### config.mk
export PLATFORM = sky130hd
export DESIGN_NAME = bdfs_outreg
export DESIGN_NICKNAME = d
export VERILOG_FILES = /design/src/hdl/bdfs_pkg.sv /design/src/hdl/bdfs_outreg.sv
export SDC_FILE = /design/constraint.sdc
export NUM_CORES = 1
export LEC_CHECK = 0
export BUFFER_PORTS_ARGS = -buffer_cell sky130_fd_sc_hd__buf_2
export CORE_MARGIN = 4
export CORE_UTILIZATION = 36
export CTS_CLUSTER_DIAMETER = 40
export CTS_CLUSTER_SIZE = 16
export DETAILED_ROUTE_END_ITERATION = 8
export GPL_TIMING_DRIVEN = 0
export HOLD_SLACK_MARGIN = 0.12
export PLACE_DENSITY = 0.84
export SKIP_LAST_GASP = 1
export SLEW_MARGIN = 20
export SYNTH_ARGS = -nofsm -noshare
export SYNTH_HDL_FRONTEND = slang
export SYNTH_SLANG_ARGS = --single-unit
### constraint.sdc
create_clock -name clk -period 0.8 [get_ports clk]
set_clock_uncertainty 0.05 [all_clocks]
set_input_delay 0.08 -clock clk [delete_from_list [all_inputs] [get_ports clk]]
set_output_delay 0.08 -clock clk [all_outputs]
set_load 0.05 [all_outputs]
### src/hdl/bdfs_pkg.sv
// shared types and constants of the byte fifo with delimiter search
// no dependencies; used by every module of the block
package bdfs_pkg;

  // field widths
  localparam int OP_W     = 3;
  localparam int BYTE_W   = 8;
  localparam int RUN_W    = 7;
  localparam int OFFSET_W = 12;
  localparam int FILL_W   = 13;

  // operation codes
  localparam logic [OP_W-1:0] OP_WRITE      = 3'd0;
  localparam logic [OP_W-1:0] OP_READ       = 3'd1;
  localparam logic [OP_W-1:0] OP_READ_UNTIL = 3'd2;
  localparam logic [OP_W-1:0] OP_PEEK       = 3'd3;
  localparam logic [OP_W-1:0] OP_FIND       = 3'd4;

  typedef enum logic [1:0] {
    ST_IDLE,
    ST_SCAN,
    ST_READ,
    ST_PEEK
  } state_t;

  typedef struct packed {
    logic [BYTE_W-1:0]   out_byte;
    logic                byte_valid;
    logic                last;
    logic                found;
    logic [OFFSET_W-1:0] found_offset;
    logic                overflow;
    logic [FILL_W-1:0]   fill_level;
  } result_t;

endpackage

### src/hdl/bdfs_outreg.sv
// result register between the sequencer and the output channel
// depends on bdfs_pkg for the result structure
module bdfs_outreg (
  input  logic                          clk,
  input  logic                          rst,
  input  logic                          load,
  input  bdfs_pkg::result_t             res,
  output logic                          free,
  output logic                          out_valid,
  input  logic                          out_ready,
  output logic [bdfs_pkg::BYTE_W-1:0]   out_byte,
  output logic                          byte_valid,
  output logic                          last,
  output logic                          found,
  output logic [bdfs_pkg::OFFSET_W-1:0] found_offset,
  output logic                          overflow,
  output logic [bdfs_pkg::FILL_W-1:0]   fill_level
);

  bdfs_pkg::result_t hold;

  assign free         = !out_valid || out_ready;
  assign out_byte     = hold.out_byte;
  assign byte_valid   = hold.byte_valid;
  assign last         = hold.last;
  assign found        = hold.found;
  assign found_offset = hold.found_offset;
  assign overflow     = hold.overflow;
  assign fill_level   = hold.fill_level;

  always_ff @(posedge clk) begin
    if (rst) begin
      out_valid <= 1'b0;
    end else if (load) begin
      out_valid <= 1'b1;
    end else if (out_ready) begin
      out_valid <= 1'b0;
    end
  end

  always_ff @(posedge clk) begin
    if (load) begin
      hold <= res;
    end
  end

endmodule

==> insert_results.sql <==
INSERT INTO impl_metrics (metric_group, metric, value, unit) VALUES
('detailed_routing', 'drtPass1Iterations', '3', ''),
('worst_setup_path', 'crit_family', 'flip-flops', ''),
('floorplanning', 'dieHeight', '64.70', 'um'),
('clock_tree', 'cts.path.max_buffers', '2', ''),
('floorplanning', 'ios', '80', ''),
('hold_path', 'hold_class', 'input port to flip-flop', ''),
('finish', 'final_layout_size_suffix_gt1_frac', '0.5449', ''),
('outcome', 'run_status', 'complete, but fails checks', ''),
('detailed_routing', 'routed-via-count', '890', ''),
('synth', 'synth.area.top_cells', 'edfxtp_1, dfxtp_1, nand2b_4', ''),
('worst_setup_path', 'cp.buffers_inverters', '1', ''),
('sta', 'report.final.setup_viol', '40', ''),
('finish', 'area_growth_syn_to_layout', '101.7', '%'),
('synth', 'postSynth.topFlopCell', 'edfxtp_1', ''),
('detailed_routing', 'avgRoutedWirePerCell', '16.65', 'um'),
('sta', 'final_hold_viol_count', '0', ''),
('sta', 'worst_slack', '-0.2935', 'ns'),
('detailed_routing', 'drtIter0Drc', '14', ''),
('synth', 'async_reset_ff_frac', '0', ''),
('clock_tree', 'hold_buffer_count_at_cts', '38', ''),
('finish', 'stdcell_count', '211', ''),
('synth', 'ys_seq_elements', '38', ''),
('sta', 'setup_tns', '-9.566', 'ns'),
('worst_setup_path', 'required', '0.67', 'ns'),
('synth', 'post_synthesis_cell_type_count', '5', ''),
('global_routing', 'antenna_found_initial', '0', ''),
('floorplanning', 'floorplan.die.width', '64.70', 'um'),
('clock_tree', 'cts_htree_levels', '2', ''),
('floorplanning', 'initial_core_util', '0.3791', ''),
('finish', 'fin_nets', '207', ''),
('sta', 'hold_ws', '0.06688', 'ns'),
('sta', 'timing.slew.headroom', '0.6808', ''),
('finish', 'n_antenna_cell', '0', ''),
('detailed_routing', 'drc', '0', ''),
('power_and_ir_drop', 'power_per_cell_area', '2102', 'mW/mm2'),
('global_routing', 'wire_length_of_the_first_global_routing_pass', '5430', 'um'),
('placement', 'post-place-cells', '164', ''),
('synth', 'sequential_fraction_of_the_synthesis_area', '0.9773', ''),
('global_routing', 'gr-total-overflow', '0', ''),
('sta', 'clock.fmax', '914.5', 'MHz'),
('clock_tree', 'clockRootBuffer', 'clkbuf_4', ''),
('finish', 'postLayoutCellArea', '0.002335', 'mm2'),
('synth', 'count_leader_synth', 'edfxtp_1', ''),
('global_routing', 'gr-usage-all-layers', '0.1876', ''),
('synth', 'ys.warnings.count', '0', ''),
('sta', 'report.final.slew_viol_count', '0', ''),
('synth', 'synth.avg_cell_area', '28.23', 'um2'),
('worst_setup_path', 'critical_path.max_stage_delay', '0.44', 'ns'),
('clock_tree', 'clk_pin_slew', '0.11', 'ns'),
('synth', 'number_of_enable_type_register_cells_in_the_synthesized_netlist', '37', ''),
('sta', 'rsz0062_at_grt', 'true', ''),
('detailed_routing', 'postRouteAntennaNets', '0', ''),
('synth', 'synthesis.area', '0.001157', 'mm2'),
('synth', 'netlist_instances', '41', ''),
('placement', 'placed_cell_area', '0.001612', 'mm2'),
('placement', 'post-place-ws', '-0.3473', 'ns'),
('clock_tree', 'tritoncts_clock_tree', 'built', ''),
('worst_setup_path', 'worst_ep_arrival_time', '0.96', 'ns'),
('worst_setup_path', 'worst-path-max-fanout', '1', ''),
('placement', 'count_of_input_and_output_buffers', '79', ''),
('power_and_ir_drop', 'leakage', '0.9918', 'nW'),
('synth', 'synth.net_count', '82', ''),
('floorplanning', 'fp.coreArea', '0.003053', 'mm2'),
('detailed_routing', 'avgViaCountPerCell', '4.218', ''),
('sta', 'final.period_utilization', '1.367', ''),
('outcome', 'failed_checks', 'setup timing', ''),
('global_routing', 'grt_max_degree', '39', ''),
('worst_setup_path', 'timing.critical_path.to_type', 'output pin', ''),
('sta', 'tightestPinTransition', '0.4788', 'ns'),
('worst_setup_path', 'critical-path-slowest-cell', 'edfxtp_1', ''),
('clock_tree', 'worstSkewPairLatency', '0.34', 'ns');
## worst paths after layout
path                            cells after the start                      to                       from  slack (ns)
worst max-delay path                                1         found_offset[4]  found_offset[4]$_DFFE_PP_       -0.29
worst min-delay path                                4  out_valid$_SDFFE_PP0P_                  out_ready        0.07
worst max register to register                      3  out_valid$_SDFFE_PP0P_     out_valid$_SDFFE_PP0P_           0
worst min register to register                      3  out_valid$_SDFFE_PP0P_     out_valid$_SDFFE_PP0P_        0.57
## kinds of logic after synthesis
group,Yosys count,share of synthesized area
compound gates,1,0.007569
simple gates,1,0.01189
buf+inv,1,0.003240
flops,38,0.9773
## cells in the final DEF, fill, tap and decap left out
| cell type | count |
|---|---|
| buf_2 | 39 |
| dlygate4sd3_1 | 38 |
| buf_6 | 38 |
| edfxtp_1 | 37 |
| clkbuf_4 | 6 |
| clkinv_2 | 2 |
| buf_8 | 2 |
| inv_1 | 1 |
| nand2b_4 | 1 |
| a21oi_2 | 1 |
| bufinv_16 | 1 |
| dfxtp_4 | 1 |
## report_power, final
group          switching [W]  internal, W
sequential         0.0000818      0.00236
clock               0.000620     0.000647
combinational       0.000713     0.000487
## through the flow
stage | utilization | total power, W
2_1_floorplan | - | 0.003012
3_3_place_gp | 0.5279 | 0.003274
3_5_place_dp | 0.5279 | 0.003291
4_1_cts | 0.7590 | 0.004903
5_1_grt | 0.7648 | 0.005111
6_report | 0.7648 | 0.004907
## what timing repair did
action,in CTS,in global routing
hold endpoints to repair,38,1
resized for setup,79,3
cloned,0,0
setup buffers,0,1
pin swaps,0,1
endpoints found under the setup margin,39,77
## registers in the layout (all words and copies together) (netlist names)
| name | cells |
|---|---|
| overflow | 1 |
| byte_valid | 1 |
| found_offset | 12 |
| out_byte | 8 |
| fill_level | 13 |
| found | 1 |
| out_valid | 1 |
| last | 1 |
## area by class of cell
class	instances	area [um2]
flip-flops and latches	38	1135
clock buffers	5	37.54
multi-input cells	2	22.52
well taps	44	55.05
clock inverters	3	40.04
fillers	184	718.2
inverters	1	3.754
repair buffers	118	1041
## routing by layer
| metal | vias to the layer above | share of wire | track usage |
|---|---|---|---|
| li1 | 415 | - | - |
| met5 | - | 0 | 0 |
| met1 | 399 | 0.31 | 0.1746 |
| met3 | 10 | 0.14 | 0.1057 |
| met4 | 0 | 0.029 | 0.1135 |
| met2 | 66 | 0.52 | 0.3155 |
Note: power is estimated with default switching activity, not from simulation.
