[src/hdl/bdfs_pkg.sv]
// shared types and constants of the byte fifo with delimiter search
// no dependencies; used by every module of the block
package bdfs_pkg;

  // field widths
  localparam int OP_W     = 3;
  localparam int BYTE_W   = 8;
  localparam int RUN_W    = 7;
  localparam int OFFSET_W = 12;
  localparam int FILL_W   = 13;

  // operation codes
  localparam logic [OP_W-1:0] OP_WRITE      = 3'd0;
  localparam logic [OP_W-1:0] OP_READ       = 3'd1;
  localparam logic [OP_W-1:0] OP_READ_UNTIL = 3'd2;
  localparam logic [OP_W-1:0] OP_PEEK       = 3'd3;
  localparam logic [OP_W-1:0] OP_FIND       = 3'd4;

  typedef enum logic [1:0] {
    ST_IDLE,
    ST_SCAN,
    ST_READ,
    ST_PEEK
  } state_t;

  typedef struct packed {
    logic [BYTE_W-1:0]   out_byte;
    logic                byte_valid;
    logic                last;
    logic                found;
    logic [OFFSET_W-1:0] found_offset;
    logic                overflow;
    logic [FILL_W-1:0]   fill_level;
  } result_t;

endpackage

[src/hdl/bdfs_ctrl.sv]
// sequencer, pointers and the shared scan/compare unit of the byte fifo
// depends on bdfs_pkg; drives bdfs_ram and feeds bdfs_outreg
module bdfs_ctrl #(
  parameter int CAPACITY = 4096,
  parameter int MAX_RUN  = 64,
  parameter int PW       = 12,
  parameter int CW       = 13
) (
  input  logic                          clk,
  input  logic                          rst,
  input  logic                          in_valid,
  output logic                          in_ready,
  input  logic [bdfs_pkg::OP_W-1:0]     op,
  input  logic [bdfs_pkg::BYTE_W-1:0]   data_byte,
  input  logic [bdfs_pkg::RUN_W-1:0]    max_count,
  input  logic [bdfs_pkg::BYTE_W-1:0]   delimiter,
  input  logic                          inclusive,
  input  logic                          out_free,
  output logic                          res_load,
  output bdfs_pkg::result_t             res,
  output logic                          mem_we,
  output logic [PW-1:0]                 mem_waddr,
  output logic [bdfs_pkg::BYTE_W-1:0]   mem_wdata,
  output logic                          mem_re,
  output logic [PW-1:0]                 mem_raddr,
  input  logic [bdfs_pkg::BYTE_W-1:0]   mem_rdata
);

  localparam int RW = bdfs_pkg::RUN_W;
  localparam int LW = (CW > RW) ? CW : RW;
  localparam logic [PW:0]   SUM_CAP = (PW+1)'(CAPACITY);
  localparam logic [CW-1:0] CNT_CAP = CW'(CAPACITY);
  localparam logic [RW-1:0] RUN_CAP = RW'(MAX_RUN);

  function automatic logic [PW-1:0] wrap_add(input logic [PW-1:0] base,
                                             input logic [CW-1:0] ofs);
    logic [PW:0] sum;
    sum = (PW+1)'(base) + (PW+1)'(ofs);
    if (sum >= SUM_CAP) begin
      sum = sum - SUM_CAP;
    end
    return sum[PW-1:0];
  endfunction

  bdfs_pkg::state_t state, state_next;

  logic [PW-1:0]                 rp;
  logic [CW-1:0]                 cnt;
  logic [CW-1:0]                 si;
  logic [CW-1:0]                 slim;
  logic                          cmp_v;
  logic [CW-1:0]                 cmp_idx;
  logic [bdfs_pkg::OP_W-1:0]     op_q;
  logic [bdfs_pkg::BYTE_W-1:0]   delim_q;
  logic                          incl_q;
  logic [RW-1:0]                 rem;
  logic [CW-1:0]                 fill_q;

  logic          accept;
  logic          full;
  logic [RW-1:0] m_lim;
  logic          cnt_lt_m;
  logic [RW-1:0] run_n;
  logic [CW-1:0] lim_cw;
  logic          scan_hit;
  logic          scan_done;
  logic          scan_issue;
  logic [RW-1:0] until_n;
  logic          emit_fire;
  logic [PW-1:0] rp_inc;

  assign in_ready   = (state == bdfs_pkg::ST_IDLE) && out_free;
  assign accept     = in_valid && in_ready;
  assign full       = (cnt >= CNT_CAP);
  assign m_lim      = (max_count > RUN_CAP) ? RUN_CAP : max_count;
  assign cnt_lt_m   = (LW'(cnt) < LW'(m_lim));
  assign run_n      = cnt_lt_m ? RW'(cnt) : m_lim;
  assign lim_cw     = cnt_lt_m ? cnt : CW'(m_lim);
  assign scan_hit   = cmp_v && (mem_rdata == delim_q);
  assign scan_done  = (state == bdfs_pkg::ST_SCAN) &&
                      (scan_hit || (!cmp_v && (si == slim)));
  assign scan_issue = (state == bdfs_pkg::ST_SCAN) && !scan_done && (si < slim);
  assign until_n    = scan_hit ? (RW'(cmp_idx) + RW'(incl_q)) : RW'(slim);
  assign emit_fire  = (state == bdfs_pkg::ST_READ) && out_free;
  assign rp_inc     = wrap_add(rp, CW'(1));

  // next state
  always_comb begin
    state_next = state;
    unique case (state)
      bdfs_pkg::ST_IDLE: begin
        if (accept) begin
          unique case (op)
            bdfs_pkg::OP_READ:       state_next = (run_n != '0) ? bdfs_pkg::ST_READ
                                                                : bdfs_pkg::ST_IDLE;
            bdfs_pkg::OP_READ_UNTIL: state_next = bdfs_pkg::ST_SCAN;
            bdfs_pkg::OP_FIND:       state_next = bdfs_pkg::ST_SCAN;
            bdfs_pkg::OP_PEEK:       state_next = bdfs_pkg::ST_PEEK;
            default:                 state_next = bdfs_pkg::ST_IDLE;
          endcase
        end
      end
      bdfs_pkg::ST_SCAN: begin
        if (scan_done) begin
          if (op_q == bdfs_pkg::OP_READ_UNTIL && until_n != '0) begin
            state_next = bdfs_pkg::ST_READ;
          end else begin
            state_next = bdfs_pkg::ST_IDLE;
          end
        end
      end
      bdfs_pkg::ST_READ: begin
        if (emit_fire && rem == RW'(1)) begin
          state_next = bdfs_pkg::ST_IDLE;
        end
      end
      bdfs_pkg::ST_PEEK: begin
        state_next = bdfs_pkg::ST_IDLE;
      end
    endcase
  end

  // outputs: memory requests and result loads
  always_comb begin
    mem_we    = 1'b0;
    mem_waddr = wrap_add(rp, cnt);
    mem_wdata = data_byte;
    mem_re    = 1'b0;
    mem_raddr = rp;
    res_load  = 1'b0;
    res       = '0;
    res.last  = 1'b1;
    res.fill_level = bdfs_pkg::FILL_W'(cnt);
    unique case (state)
      bdfs_pkg::ST_IDLE: begin
        if (accept) begin
          unique case (op)
            bdfs_pkg::OP_WRITE: begin
              mem_we         = !full;
              res_load       = 1'b1;
              res.overflow   = full;
              res.fill_level = full ? bdfs_pkg::FILL_W'(cnt)
                                    : bdfs_pkg::FILL_W'(CW'(cnt + 1'b1));
            end
            bdfs_pkg::OP_READ: begin
              if (run_n != '0) begin
                mem_re = 1'b1;
              end else begin
                res_load = 1'b1;
              end
            end
            bdfs_pkg::OP_READ_UNTIL, bdfs_pkg::OP_FIND: begin
            end
            bdfs_pkg::OP_PEEK: begin
              mem_re = 1'b1;
            end
            default: begin
              res_load = 1'b1;
            end
          endcase
        end
      end
      bdfs_pkg::ST_SCAN: begin
        mem_re    = scan_issue;
        mem_raddr = wrap_add(rp, si);
        if (scan_done) begin
          if (op_q == bdfs_pkg::OP_FIND) begin
            res_load         = 1'b1;
            res.found        = scan_hit;
            res.found_offset = scan_hit ? bdfs_pkg::OFFSET_W'(cmp_idx) : '0;
          end else if (until_n == '0) begin
            res_load = 1'b1;
          end else begin
            mem_re    = 1'b1;
            mem_raddr = rp;
          end
        end
      end
      bdfs_pkg::ST_READ: begin
        if (out_free) begin
          res_load       = 1'b1;
          res.out_byte   = mem_rdata;
          res.byte_valid = 1'b1;
          res.last       = (rem == RW'(1));
          res.fill_level = bdfs_pkg::FILL_W'(fill_q);
          if (rem != RW'(1)) begin
            mem_re    = 1'b1;
            mem_raddr = rp_inc;
          end
        end
      end
      bdfs_pkg::ST_PEEK: begin
        res_load = 1'b1;
        if (cnt != '0) begin
          res.out_byte   = mem_rdata;
          res.byte_valid = 1'b1;
        end
      end
    endcase
  end

  always_ff @(posedge clk) begin
    if (rst) begin
      state <= bdfs_pkg::ST_IDLE;
      rp    <= '0;
      cnt   <= '0;
      cmp_v <= 1'b0;
    end else begin
      state <= state_next;
      cmp_v <= scan_issue;
      if (accept) begin
        if (op == bdfs_pkg::OP_WRITE && !full) begin
          cnt <= CW'(cnt + 1'b1);
        end
      end
      if (emit_fire) begin
        rp  <= (cnt == CW'(1)) ? '0 : rp_inc;
        cnt <= CW'(cnt - 1'b1);
      end
    end
  end

  // operand and sequencing registers
  always_ff @(posedge clk) begin
    cmp_idx <= si;
    if (accept) begin
      op_q    <= op;
      delim_q <= delimiter;
      incl_q  <= inclusive;
      si      <= '0;
      slim    <= (op == bdfs_pkg::OP_FIND) ? cnt : lim_cw;
      rem     <= run_n;
      fill_q  <= CW'(LW'(cnt) - LW'(run_n));
    end
    if (scan_issue) begin
      si <= CW'(si + 1'b1);
    end
    if (scan_done) begin
      rem    <= until_n;
      fill_q <= CW'(LW'(cnt) - LW'(until_n));
    end
    if (emit_fire) begin
      rem <= RW'(rem - 1'b1);
    end
  end

endmodule

[config.mk]
export PLATFORM = sky130hd
export DESIGN_NAME = bdfs_ctrl
export DESIGN_NICKNAME = d
export VERILOG_FILES = /design/src/hdl/bdfs_pkg.sv /design/src/hdl/bdfs_ctrl.sv
export SDC_FILE = /design/constraint.sdc
export NUM_CORES = 1
export LEC_CHECK = 0
export BUFFER_PORTS_ARGS = -buffer_cell sky130_fd_sc_hd__clkbuf_2
export CELL_PAD_IN_SITES_DETAIL_PLACEMENT = 1
export CELL_PAD_IN_SITES_GLOBAL_PLACEMENT = 2
export CORE_UTILIZATION = 38
export CTS_CLUSTER_DIAMETER = 150
export DETAILED_ROUTE_END_ITERATION = 10
export MAX_ROUTING_LAYER = met4
export PLACE_DENSITY_LB_ADDON = 0.1
export RECOVER_POWER = 25
export SLEW_MARGIN = 20
export SYNTH_ARGS = -nofsm -noshare
export SYNTH_HDL_FRONTEND = slang
export SYNTH_SLANG_ARGS = --single-unit
[constraint.sdc]
create_clock -name clk -period 7.6 [get_ports clk]
set_input_delay 0 -clock clk [delete_from_list [all_inputs] [get_ports clk]]
set_output_delay 0 -clock clk [all_outputs]
set_load 0.01 [all_outputs]
==> results.py, run 1 <==
metrics = {
    "outcome": {
        "outcome": "finished with violations",
        "failed_checks": "capacitance limit, slew limit",
    },
    "logic_synthesis": {
        "yosys-top-cells-area": "sky130_fd_sc_hd__edfxtp_1 (22%), sky130_fd_sc_hd__dfxtp_1 (10%), sky130_fd_sc_hd__ha_1 (9.5%)",
        "synth-xor-area-share_pct": 7.90,
        "share_of_synthesized_flip_flops_with_an_asynchronous_set_or_reset_pct": 0,
        "post_synth_num_cell_types": 77,
        "synthMuxAreaShare_pct": 3.39,
        "synth-adder-area-share_pct": 10.4,
        "synth_fp_nets": 1041,
        "post_synth_instance_area_sq_mm": 0.00787,
        "synth-warning-count": 0,
        "post-synth-top-area-fraction_pct": 22.1,
        "sequential_element_share_of_the_synthesized_area_pct": 32.3,
        "largest_family_of_logic_cells_by_synthesized_area": "simple AND/OR/NAND/NOR gates",
        "synth.top_cells.by_count": "sky130_fd_sc_hd__nor2_1 (101), sky130_fd_sc_hd__nand2_1 (86), sky130_fd_sc_hd__ha_1 (60)",
        "ys_ff_latch": 98,
        "synth.largest_area_cell": "sky130_fd_sc_hd__edfxtp_1",
        "predominant_post_synthesis_flop_cell": "sky130_fd_sc_hd__edfxtp_1",
        "avgSynthCellArea_sq_um": 8.38,
        "complex_gate_fraction_of_the_synthesized_area_pct": 18.7,
        "yosysMostFrequentCell": "sky130_fd_sc_hd__nor2_1",
        "synth_enable_flop_cells": 58,
        "post_synth_and_or_nand_nor_area_fraction_pct": 21.6,
        "syn-instance-count": 939,
    },
    "power": {
        "cellInternalPower_w": 0.00138,
        "sequentialPowerShare_pct": 33.7,
        "p_sw_w": 0.000971,
        "netSwitchingFraction_pct": 41.2,
        "pwr-share-comb_pct": 46.0,
        "clock_power_share_pct": 20.2,
        "leakage_power_nw": 3.65,
        "peakVddDrop_mv": 0.126,
        "cellPowerDensity_mw_per_mm2": 264,
    },
    "worst_setup_path": {
        "timing.critical_path.from_type": "flip-flop",
        "cp_data_arrival_time_ns": 4.83,
        "worstPathRequired_ns": 7.70,
        "timing.reg2reg.worst_path_depth": 18,
        "category_of_the_most_critical_setup_path": "flip-flop to flip-flop",
        "worst_setup_end_kind": "flip-flop",
        "timing.critical_path.fanout_max": 17,
    },
    "die": {
        "placementRows": 52,
        "start_util_pct": 38.8,
        "floorplan.die_area_sq_mm": 0.0213,
        "die_w_um": 146,
        "num_io_pins": 112,
        "core-area_sq_mm": 0.0203,
        "floorplan.die.height_um": 146,
    },
    "clocking": {
        "clk_pin_slew_worst_paths_ns": 0.07,
        "clk_root_buffer_cell": "sky130_fd_sc_hd__clkbuf_16",
        "clock_tree_from_tritoncts": "yes",
        "inserted_clock_buffers": 9,
        "insertion_delay_ns": 0.36,
        "maximum_level_of_the_cts_h_tree": 3,
        "post_cts_resize_count": 0,
        "clock_path_buffers": 2,
        "clkSinkCount": 98,
    },
    "sta": {
        "remaining_max_slew_budget_at_the_tightest_pin_pct": -25.1,
        "finalSetupTns_ns": 0,
        "setup-violations-final": 0,
        "worstMarginPinSlew_ns": 1.85,
        "finalHoldViolations": 0,
        "slew_violations": 14,
        "final.min_clock_period_ns": 4.73,
        "clock_skew_ns": 0.00929,
        "rsz_0062_raised_after_global_routing": "false",
        "fmaxAchievable_mhz": 211,
        "fin_crit_sh_pct": 62.3,
    },
    "drt": {
        "first_iter_violations": 485,
        "detail_route.wirelength_mm": 26.8,
        "post_drt_via_cell_ratio": 5.62,
        "ant_nets": 0,
        "detail_route.drc_violations": 0,
        "drt_first_pass_iters": 5,
        "num_vias": 7249,
        "avgRoutedWirePerCell_um": 20.7,
    },
    "finish": {
        "final_area_sq_mm": 0.00890,
        "finalNetCount": 1117,
        "antenna-diode-count": 0,
        "syn_to_final_growth_pct": 13.1,
        "final_layout_size_suffix_gt1_share_pct": 12.8,
    },
    "worst_hold_path": {
        "hold-path-cell-count": 0,
        "worstHoldPathType": "primary input to output port",
    },
    "global_routing": {
        "grt_pass1_wl_mm": 41.8,
        "antenna_found_initial": 0,
        "grt_pass1_vias": 7196,
        "maximum_number_of_pins_on_one_net_before_global_route_repair": 39,
        "grtUsageTotal_pct": 26.4,
        "overflow": 0,
    },
    "placed_design": {
        "final_gp_congestion": 0.896,
        "placed_area_sq_mm": 0.00852,
        "place_hpwl_mm": 20.2,
        "place.port_buffers": 95,
    },
    "run": {
        "max_cap_violations": 1,
    },
}
area by class of cell:
cell class              instances  area [sq um]
multi-input cells             735          4880
inverters                      54           203
well taps                     270           338
clock buffers                  10           229
clock inverters                 6          58.8
repair buffers                117           652
flip-flops and latches         98          2540
fillers                      2525         11400
per-stage QoR:
| stage | setup WS (ns) | std cells | total power [W] | util (%) | hold slack (ns) |
|---|---|---|---|---|---|
| 3_5_place_dp | 3.07 | 1262 | 0.00188 | 42.0 | 0.000119 |
| 3_3_place_gp | 3.21 | 1262 | 0.00186 | 42.0 | 0.000119 |
| 4_1_cts | 3.08 | 1290 | 0.00236 | 44.0 | 0.000119 |
| 6_report | 2.87 | 1290 | 0.00236 | 43.9 | 0.00000372 |
| 5_1_grt | 2.48 | 1290 | 0.00251 | 43.9 | 0.0000163 |
| 2_1_floorplan | 3.63 | 939 | 0.00155 | - | 0.0918 |
metal layers:
metal	GRT usage [%]	wire, um
met1	36.4	12700
met2	40.7	12500
met3	2.48	1130
met4	7.84	489
met5	-	0
repair_timing:
item                                    4_1_cts  5_1_grt
hold buffers                                 12        0
endpoints found under the setup margin        0        0
hold endpoints to repair                     13        0
buffers inserted                              0        0
kinds of logic after synthesis:
| family | Yosys count |
|---|---|
| simple gates | 347 |
| buf+inv | 106 |
| compound gates | 228 |
| fa+ha+maj | 64 |
| xor+xnor | 71 |
| mux | 25 |
| flops | 98 |
worst paths after layout:
path / end / slack [ns] / start
worst max-delay path: fill_q[10]$_DFFE_PP_ / 2.87 / si[0]$_SDFFCE_PN0P_
worst min-delay path: mem_wdata[7] / 0.000004 / data_byte[7]
worst max register to register: fill_q[10]$_DFFE_PP_ / 2.87 / si[0]$_SDFFCE_PN0P_
worst min register to register: state[0]$_SDFFE_PP0P_ / 0.51 / state[0]$_SDFFE_PP0P_
cells in the final DEF (no fill, tap or decap), types with 13 or more instances in the layout:
master,synthesis,final
sky130_fd_sc_hd__a21o_1,15,15
sky130_fd_sc_hd__a21oi_1,45,45
sky130_fd_sc_hd__a22oi_1,16,16
sky130_fd_sc_hd__and2_1,25,22
sky130_fd_sc_hd__clkbuf_2,0,86
sky130_fd_sc_hd__dfxtp_1,40,40
sky130_fd_sc_hd__edfxtp_1,58,58
sky130_fd_sc_hd__ha_1,60,60
sky130_fd_sc_hd__inv_1,52,52
sky130_fd_sc_hd__mux2i_1,21,21
sky130_fd_sc_hd__nand2_1,86,86
sky130_fd_sc_hd__nand3_1,28,28
sky130_fd_sc_hd__nor2_1,101,100
sky130_fd_sc_hd__nor2b_1,13,13
sky130_fd_sc_hd__nor3_1,26,26
sky130_fd_sc_hd__o21ai_0,55,56
sky130_fd_sc_hd__o21ai_1,22,21
sky130_fd_sc_hd__xnor2_1,46,46
sky130_fd_sc_hd__xor2_1,25,25
state kept, by name, indices dropped and copies added (netlist names), 2 cells and up:
| register | count |
|---|---|
| slim | 13 |
| cmp_idx | 12 |
| rem | 7 |
| state | 2 |
| si | 13 |
| rp | 12 |
| fill_q | 13 |
| cnt | 13 |
| op_q | 3 |
| delim_q | 8 |
power by group through the flow:
stage | clock network (W) | registers [W] | logic (W)
3_5_place_dp | 0 | 0.000804 | 0.00107
2_1_floorplan | 0 | 0.000752 | 0.000798
4_1_cts | 0.000484 | 0.000793 | 0.00108
6_report | 0.000477 | 0.000794 | 0.00108
3_3_place_gp | 0 | 0.000802 | 0.00106
5_1_grt | 0.000504 | 0.000807 | 0.00120
critical path, cell delays in order (launching register included):
cell and delay, ns:
sky130_fd_sc_hd__edfxtp_1 0.53, sky130_fd_sc_hd__inv_1 0.08, sky130_fd_sc_hd__ha_1 0.29, sky130_fd_sc_hd__nand4_1 0.14, sky130_fd_sc_hd__nor4_1 0.51, sky130_fd_sc_hd__o21ai_0 0.15
sky130_fd_sc_hd__clkbuf_1 0.42, sky130_fd_sc_hd__nor2_1 0.33, sky130_fd_sc_hd__a21oi_1 0.10, sky130_fd_sc_hd__ha_1 0.27, sky130_fd_sc_hd__fa_1 0.40, sky130_fd_sc_hd__nor2b_1 0.16
sky130_fd_sc_hd__o31a_1 0.22, sky130_fd_sc_hd__or2_1 0.19, sky130_fd_sc_hd__maj3_1 0.20, sky130_fd_sc_hd__nand3_1 0.09, sky130_fd_sc_hd__nand3_1 0.17, sky130_fd_sc_hd__nor3_1 0.07
sky130_fd_sc_hd__xor2_1 0.17
No activity file was read; power rests on OpenSTA's default activity.
==> run 2, diff against run 1 <==
ABC_AREA = 1   (was unset)
CORE_UTILIZATION = 33   (was 38)
clock period = 4.7 ns   (was 7.6 ns; I/O delays follow)
==> run 2 against run 1 <==
Compared with the run above: the flow still finishes with violations (capacitance limit, slew limit); combinational power rose to 2.6 times the previous value; critical path depth increased by 1; maximum frequency grew 21%; sequential share of layout area fell by 1.1 points; die area up 18%; clock power up 58%; design area up 4.0%; synthesized cell count rose by 21%; first-iteration DRC count decreased by 16%; critical endpoint is now fill_q[12]$_DFFE_PP_; largest power group unchanged.
==> results.py, run 2 <==
metrics = {
    "logic_synthesis": {
        "ys_ff_latch": 98,
        "sequential_element_share_of_the_synthesized_area_pct": 31.4,
        "synth_fp_nets": 1240,
        "post_synth_instance_area_sq_mm": 0.00810,
        "yosysMostFrequentCell": "sky130_fd_sc_hd__nand2_1",
        "syn-instance-count": 1138,
        "synth_enable_flop_cells": 58,
        "post_synth_and_or_nand_nor_area_fraction_pct": 27.9,
        "synth-warning-count": 0,
        "synth.largest_area_cell": "sky130_fd_sc_hd__edfxtp_1",
        "synthMuxAreaShare_pct": 0.124,
        "yosys-top-cells-area": "sky130_fd_sc_hd__edfxtp_1 (21%), sky130_fd_sc_hd__nand2_1 (11%), sky130_fd_sc_hd__dfxtp_1 (9.9%)",
        "predominant_post_synthesis_flop_cell": "sky130_fd_sc_hd__edfxtp_1",
        "largest_family_of_logic_cells_by_synthesized_area": "simple AND/OR/NAND/NOR gates",
        "post-synth-top-area-fraction_pct": 21.5,
        "complex_gate_fraction_of_the_synthesized_area_pct": 14.3,
        "post_synth_num_cell_types": 54,
        "synth.top_cells.by_count": "sky130_fd_sc_hd__nand2_1 (230), sky130_fd_sc_hd__nor2_1 (147), sky130_fd_sc_hd__inv_1 (143)",
        "synth-xor-area-share_pct": 6.56,
        "avgSynthCellArea_sq_um": 7.12,
        "synth-adder-area-share_pct": 10.0,
        "share_of_synthesized_flip_flops_with_an_asynchronous_set_or_reset_pct": 0,
    },
    "finish": {
        "final_layout_size_suffix_gt1_share_pct": 13.2,
        "mostFrequentLayoutCells": "sky130_fd_sc_hd__nand2_1 (230), sky130_fd_sc_hd__nor2_1 (147), sky130_fd_sc_hd__inv_1 (144)",
        "finalNetCount": 1331,
        "layout.cells.most_common": "sky130_fd_sc_hd__nand2_1",
        "fillers": 3024,
        "regArea_sq_mm": 0.00254,
        "syn_to_final_growth_pct": 14.3,
        "finish.utilization_pct": 39.0,
        "antenna-diode-count": 0,
        "multi_input_logic_area_sq_mm": 0.00477,
    },
    "sta": {
        "finalSetupTns_ns": 0,
        "remaining_max_slew_budget_at_the_tightest_pin_pct": -7.65,
        "fmaxAchievable_mhz": 255,
        "fin_crit_sh_pct": 83.3,
        "worstMarginPinSlew_ns": 1.61,
        "slew_violations": 29,
        "finalHoldViolations": 0,
        "final.min_clock_period_ns": 3.92,
        "rsz_0062_raised_after_global_routing": "false",
        "clock_skew_ns": 0.0133,
        "setup-violations-final": 0,
        "final.hold.worst_slack_ns": 0.00000348,
    },
    "clocking": {
        "clock_path_buffers": 2,
        "clk_root_buffer_cell": "sky130_fd_sc_hd__clkbuf_16",
        "clock_tree_from_tritoncts": "yes",
        "maximum_level_of_the_cts_h_tree": 3,
        "post_cts_resize_count": 0,
        "clkSinkCount": 98,
        "clk_pin_slew_worst_paths_ns": 0.08,
        "insertion_delay_ns": 0.37,
        "inserted_clock_buffers": 9,
    },
    "placed_design": {
        "place.port_buffers": 95,
        "final_gp_congestion": 0.857,
        "place_hpwl_mm": 22.5,
    },
    "global_routing": {
        "maximum_number_of_pins_on_one_net_before_global_route_repair": 40,
        "overflow": 0,
        "antenna_found_initial": 0,
        "grtUsageTotal_pct": 23.8,
        "grt_pass1_wl_mm": 43.5,
        "grt_pass1_vias": 7525,
    },
    "die": {
        "start_util_pct": 34.1,
        "floorplan.die_area_sq_mm": 0.0252,
        "floorplan.die.height_um": 159,
        "die_w_um": 159,
        "num_io_pins": 112,
        "placementRows": 56,
        "core-area_sq_mm": 0.0238,
    },
    "drt": {
        "detail_route.wirelength_mm": 28.4,
        "ant_nets": 0,
        "first_iter_violations": 407,
        "drt_first_pass_iters": 7,
        "num_vias": 7723,
        "avgRoutedWirePerCell_um": 18.3,
        "detail_route.drc_violations": 0,
        "post_drt_via_cell_ratio": 4.97,
    },
    "power": {
        "cellPowerDensity_mw_per_mm2": 543,
        "leakage_power_nw": 4.31,
        "totalPowerFinal_w": 0.00503,
        "peakVddDrop_mv": 0.437,
    },
    "outcome": {
        "failed_checks": "capacitance limit, slew limit",
        "outcome": "finished with violations",
    },
    "worst_setup_path": {
        "category_of_the_most_critical_setup_path": "flip-flop to flip-flop",
        "cp_data_arrival_time_ns": 4.03,
        "timing.critical_path.from_type": "flip-flop",
        "reg2reg_slack_ns": 0.78,
        "worst_setup_end_kind": "flip-flop",
        "worstPathRequired_ns": 4.81,
        "timing.critical_path.fanout_max": 13,
    },
    "worst_hold_path": {
        "worstHoldPathType": "primary input to output port",
    },
    "run": {
        "max_cap_violations": 1,
    },
}
-- run 2: cell count changes in the layout (fill, tap and decap cells not counted), sizes merged, moves of 27 or more --
| cell | change |
|---|---|
| nor2 | +59 |
| inv | +100 |
| nand3 | +27 |
| xnor2 | -29 |
| nand2 | +154 |
| a21oi | +54 |
-- run 2: stage by stage --
stage	area (sq um)	std cells	setup slack, ns
3_3_place_gp	8870	1525	0.929
6_report	9260	1553	0.784
5_1_grt	9260	1553	0.352
3_5_place_dp	8870	1525	0.799
2_1_floorplan	8100	1138	1.46
4_1_cts	9270	1553	0.792
-- run 2: logic make-up after synthesis --
kind of cell | count (synthesis)
compound gates | 209
xor+xnor | 59
fa+ha+maj | 63
buf+inv | 196
flops | 98
mux | 1
simple gates | 512
-- run 2: final cells by class --
cell class	instances	share of cell area [%]
clock inverters	6	0.527
well taps	319	4.31
multi-input cells	844	51.5
inverters	154	6.24
repair buffers	122	7.50
clock buffers	10	2.47
flip-flops and latches	98	27.5
-- run 2: final timing paths --
kind / from / endpoint / cells after the start
max: cnt[6]$_SDFFE_PP0P_ / fill_q[12]$_DFFE_PP_ / 19
min reg2reg: si[6]$_SDFFCE_PN0P_ / cmp_idx[6]$_DFF_P_ / 0
min: data_byte[6] / mem_wdata[6] / 0
max reg2reg: cnt[6]$_SDFFE_PP0P_ / fill_q[12]$_DFFE_PP_ / 19
-- run 2: repair_timing --
item                                   CTS  global route
buffers inserted                         0             0
hold buffers                            12             0
endpoints found under the hold margin   12             0
-- run 2: metal layers --
| layer | wire length, um | track usage, % | vias to the layer above |
|---|---|---|---|
| li1 | - | - | 3929 |
| met1 | 13900 | 31.5 | 3642 |
| met2 | 13200 | 38.9 | 131 |
| met3 | 837 | 2.78 | 21 |
| met4 | 386 | 5.27 | 0 |
| met5 | 0 | - | - |
-- run 2: critical path, stage by stage, from the launching register on --
cell,delay (ns)
sky130_fd_sc_hd__dfxtp_1,0.58
sky130_fd_sc_hd__ha_1,0.33
sky130_fd_sc_hd__a21oi_1,0.13
sky130_fd_sc_hd__nand3_1,0.08
sky130_fd_sc_hd__nor2_1,0.14
sky130_fd_sc_hd__nand2_1,0.26
sky130_fd_sc_hd__o21ai_0,0.35
sky130_fd_sc_hd__mux2i_1,0.19
sky130_fd_sc_hd__ha_1,0.25
sky130_fd_sc_hd__fa_1,0.40
sky130_fd_sc_hd__o21ai_0,0.29
sky130_fd_sc_hd__nand2_1,0.09
sky130_fd_sc_hd__nand2_1,0.06
sky130_fd_sc_hd__nand2_1,0.06
sky130_fd_sc_hd__nand2_2,0.10
sky130_fd_sc_hd__nand2_1,0.09
sky130_fd_sc_hd__nand2_2,0.10
sky130_fd_sc_hd__nor2_1,0.05
sky130_fd_sc_hd__nand2_1,0.06
sky130_fd_sc_hd__nand2_1,0.05
-- run 2: power breakdown --
part / leakage [nW] / switching, W / internal, W
clock network: 0.133 / 0.000383 / 0.000369
logic: 3.30 / 0.00181 / 0.000960
registers: 0.875 / 0.000217 / 0.00129
==> run 3, diff against run 2 <==
ABC_AREA = 0   (was 1)
CORE_UTILIZATION = 32   (was 33)
clock period = 3.4 ns   (was 4.7 ns; I/O delays follow)
==> run 3 against run 2 <==
Compared with the run above: utilization increased by 3.1 points; combinational power up 24%; largest power group unchanged; cell count is 5.5% lower; clock-buffer cell count unchanged; clock skew down 0.0028 ns; die area increased by 0.16%; highest routed layer unchanged; sequential cell count did not move; worst setup slack worse by 1.1 ns; design area rose by 10%; sequential share of layout area decreased by 2.5 points; via count shrank 0.38%; sequential power increased by 11%; the run ends with setup timing left.
==> results.py, run 3 (synthesis gave the netlist of run 1 again) <==
metrics = {
    "outcome": {
        "outcome": "finished with violations",
        "failed_checks": "setup timing",
    },
    "power": {
        "cellPowerDensity_mw_per_mm2": 603,
        "clock_power_share_pct": 16.9,
        "pwr-share-comb_pct": 55.9,
        "leakage_power_nw": 4.28,
        "peakVddDrop_mv": 0.445,
        "netSwitchingFraction_pct": 41.1,
        "sequentialPowerShare_pct": 27.1,
        "cellInternalPower_w": 0.00363,
        "totalPowerFinal_w": 0.00616,
        "p_sw_w": 0.00253,
    },
    "worst_setup_path": {
        "endpoint_of_the_lowest_slack_register_to_register_path": "fill_q[10]$_DFFE_PP_",
        "timing.reg2reg.worst_path_depth": 16,
        "critical-path-top-delay-family": "simple AND/OR/NAND/NOR gates",
        "reg2reg_slack_ns": -0.36,
        "timing.rr.start": "cnt[9]$_SDFFE_PP0P_",
        "worst_setup_end_kind": "flip-flop",
        "cp_cell_sequence": "or4_4 > nor3_4 > a21boi_4 > buf_4 > nand2_1 > o211ai_1 > o21ai_1 > ha_1 > o21a_1 > o31a_1 > or2_4 > a221o_1 > nand3_2 > nand3_4 > nor3_2 > xor2_1",
        "setup.worst_path.start": "cnt[9]$_SDFFE_PP0P_",
        "critical_path_cell_count": 16,
        "slowest_stage_cell_cp": "sky130_fd_sc_hd__or4_4",
        "timing.critical_path.from_type": "flip-flop",
        "critPathMaxStageDelay_ns": 0.58,
        "category_of_the_most_critical_setup_path": "flip-flop to flip-flop",
        "path_buf_inv": 1,
        "timing.critical_path.fanout_max": 7,
        "worstPathRequired_ns": 3.50,
        "cp_data_arrival_time_ns": 3.87,
    },
    "finish": {
        "layout.cells.most_common": "sky130_fd_sc_hd__buf_4",
        "syn_to_final_growth_pct": 29.7,
        "finalNetCount": 1241,
        "antenna-diode-count": 0,
        "mostFrequentLayoutCells": "sky130_fd_sc_hd__buf_4 (117), sky130_fd_sc_hd__nor2_1 (99), sky130_fd_sc_hd__clkbuf_2 (91)",
        "final_area_sq_mm": 0.0102,
        "final_layout_size_suffix_gt1_share_pct": 25.8,
    },
    "sta": {
        "slew_violations": 0,
        "worstMarginPinSlew_ns": 0.901,
        "fin_crit_sh_pct": 111,
        "rsz_0062_raised_after_global_routing": "true",
        "final.hold.worst_slack_ns": 0.00000326,
        "final.min_clock_period_ns": 3.76,
        "clock_skew_ns": 0.0105,
        "finalHoldViolations": 0,
        "setup-violations-final": 8,
        "remaining_max_slew_budget_at_the_tightest_pin_pct": 39.3,
        "fmaxAchievable_mhz": 266,
        "setup_slack_ns": -0.364,
    },
    "clocking": {
        "insertion_delay_ns": 0.36,
        "inserted_clock_buffers": 9,
        "clk_pin_slew_worst_paths_ns": 0.08,
        "clkSinkCount": 98,
        "clock_tree_from_tritoncts": "yes",
        "clk_root_buffer_cell": "sky130_fd_sc_hd__clkbuf_16",
        "clock_path_buffers": 2,
        "maximum_level_of_the_cts_h_tree": 3,
    },
    "run": {
        "max_cap_violations": 0,
    },
    "drt": {
        "num_vias": 7694,
        "avgRoutedWirePerCell_um": 20.4,
        "post_drt_via_cell_ratio": 5.24,
        "detail_route.drc_violations": 0,
        "ant_nets": 0,
        "drt_first_pass_iters": 4,
        "first_iter_violations": 485,
        "detail_route.wirelength_mm": 30.0,
    },
    "die": {
        "die_w_um": 159,
        "placementRows": 57,
        "num_io_pins": 112,
        "floorplan.die.height_um": 159,
        "core-area_sq_mm": 0.0242,
        "floorplan.die_area_sq_mm": 0.0252,
        "start_util_pct": 32.5,
    },
    "worst_hold_path": {
        "hold-path-cell-count": 0,
        "min-delay-start": "data_byte[0]",
        "min_delay_worst_endpoint": "mem_wdata[0]",
        "worstHoldPathType": "primary input to output port",
    },
    "placed_design": {
        "place_hpwl_mm": 23.2,
        "pre_cts_ws_ns": -0.415,
        "placed_area_sq_mm": 0.00943,
        "place.port_buffers": 95,
        "final_gp_congestion": 0.846,
    },
    "global_routing": {
        "antenna_found_initial": 0,
        "grtUsageTotal_pct": 24.1,
        "grt_pass1_wl_mm": 45.2,
        "overflow": 0,
        "grt_pass1_vias": 7629,
        "maximum_number_of_pins_on_one_net_before_global_route_repair": 29,
    },
}
## run 3: per-stage QoR
stage	setup TNS (ns)	utilization, %	std cells
after floorplan	-0.837	-	939
after global placement	-1.49	38.9	1417
after detailed placement	-2.44	38.9	1417
after CTS	-2.01	41.1	1451
after global routing	-3.47	42.1	1468
final	-2.07	42.1	1468
## run 3: worst max path at each step
| stage | endpoint |
|---|---|
| floorplan | fill_q[10]$_DFFE_PP_ |
| global placement | fill_q[10]$_DFFE_PP_ |
| detailed placement | fill_q[10]$_DFFE_PP_ |
| CTS | fill_q[10]$_DFFE_PP_ |
| global route | fill_q[10]$_DFFE_PP_ |
| finish | fill_q[10]$_DFFE_PP_ |
## run 3: cell type report
class,instances,area [sq um]
clock buffers,10,229
inverters,54,203
multi-input cells,735,5180
flip-flops and latches,98,2540
clock inverters,6,51.3
well taps,324,405
repair buffers,241,1600
fillers,2921,14000
## run 3: what timing repair did
action,in CTS,in global routing
resized for setup,16,31
setup buffers,6,17
pin swaps,15,11
endpoints found under the hold margin,12,0
endpoints found under the setup margin,10,14
hold buffers,12,0
cloned,0,0
## run 3: worst reg2reg max path, stage by stage, from the launching register on
cell and delay, ns:
sky130_fd_sc_hd__dfxtp_2 0.33, sky130_fd_sc_hd__or4_4 0.58, sky130_fd_sc_hd__nor3_4 0.16, sky130_fd_sc_hd__a21boi_4 0.31, sky130_fd_sc_hd__buf_4 0.21, sky130_fd_sc_hd__nand2_1 0.08
sky130_fd_sc_hd__o211ai_1 0.11, sky130_fd_sc_hd__o21ai_1 0.13, sky130_fd_sc_hd__ha_1 0.31, sky130_fd_sc_hd__o21a_1 0.11, sky130_fd_sc_hd__o31a_1 0.13, sky130_fd_sc_hd__or2_4 0.26
sky130_fd_sc_hd__a221o_1 0.34, sky130_fd_sc_hd__nand3_2 0.11, sky130_fd_sc_hd__nand3_4 0.10, sky130_fd_sc_hd__nor3_2 0.14, sky130_fd_sc_hd__xor2_1 0.08
## run 3: power groups by stage
stage          clock (W)  sequential, W  combinational, W
2_1_floorplan          0        0.00168           0.00187
5_1_grt          0.00111        0.00169           0.00371
3_5_place_dp           0        0.00169           0.00297
4_1_cts          0.00105        0.00167           0.00311
6_report         0.00104        0.00167           0.00344
3_3_place_gp           0        0.00169           0.00293
## run 3: per-layer routing
layer	track usage, %	up-vias	part of all wire [%]
li1	-	3760	-
met1	32.7	3777	49
met2	38.6	128	47
met3	2.12	29	2.5
met4	5.78	0	1.7
met5	-	-	0
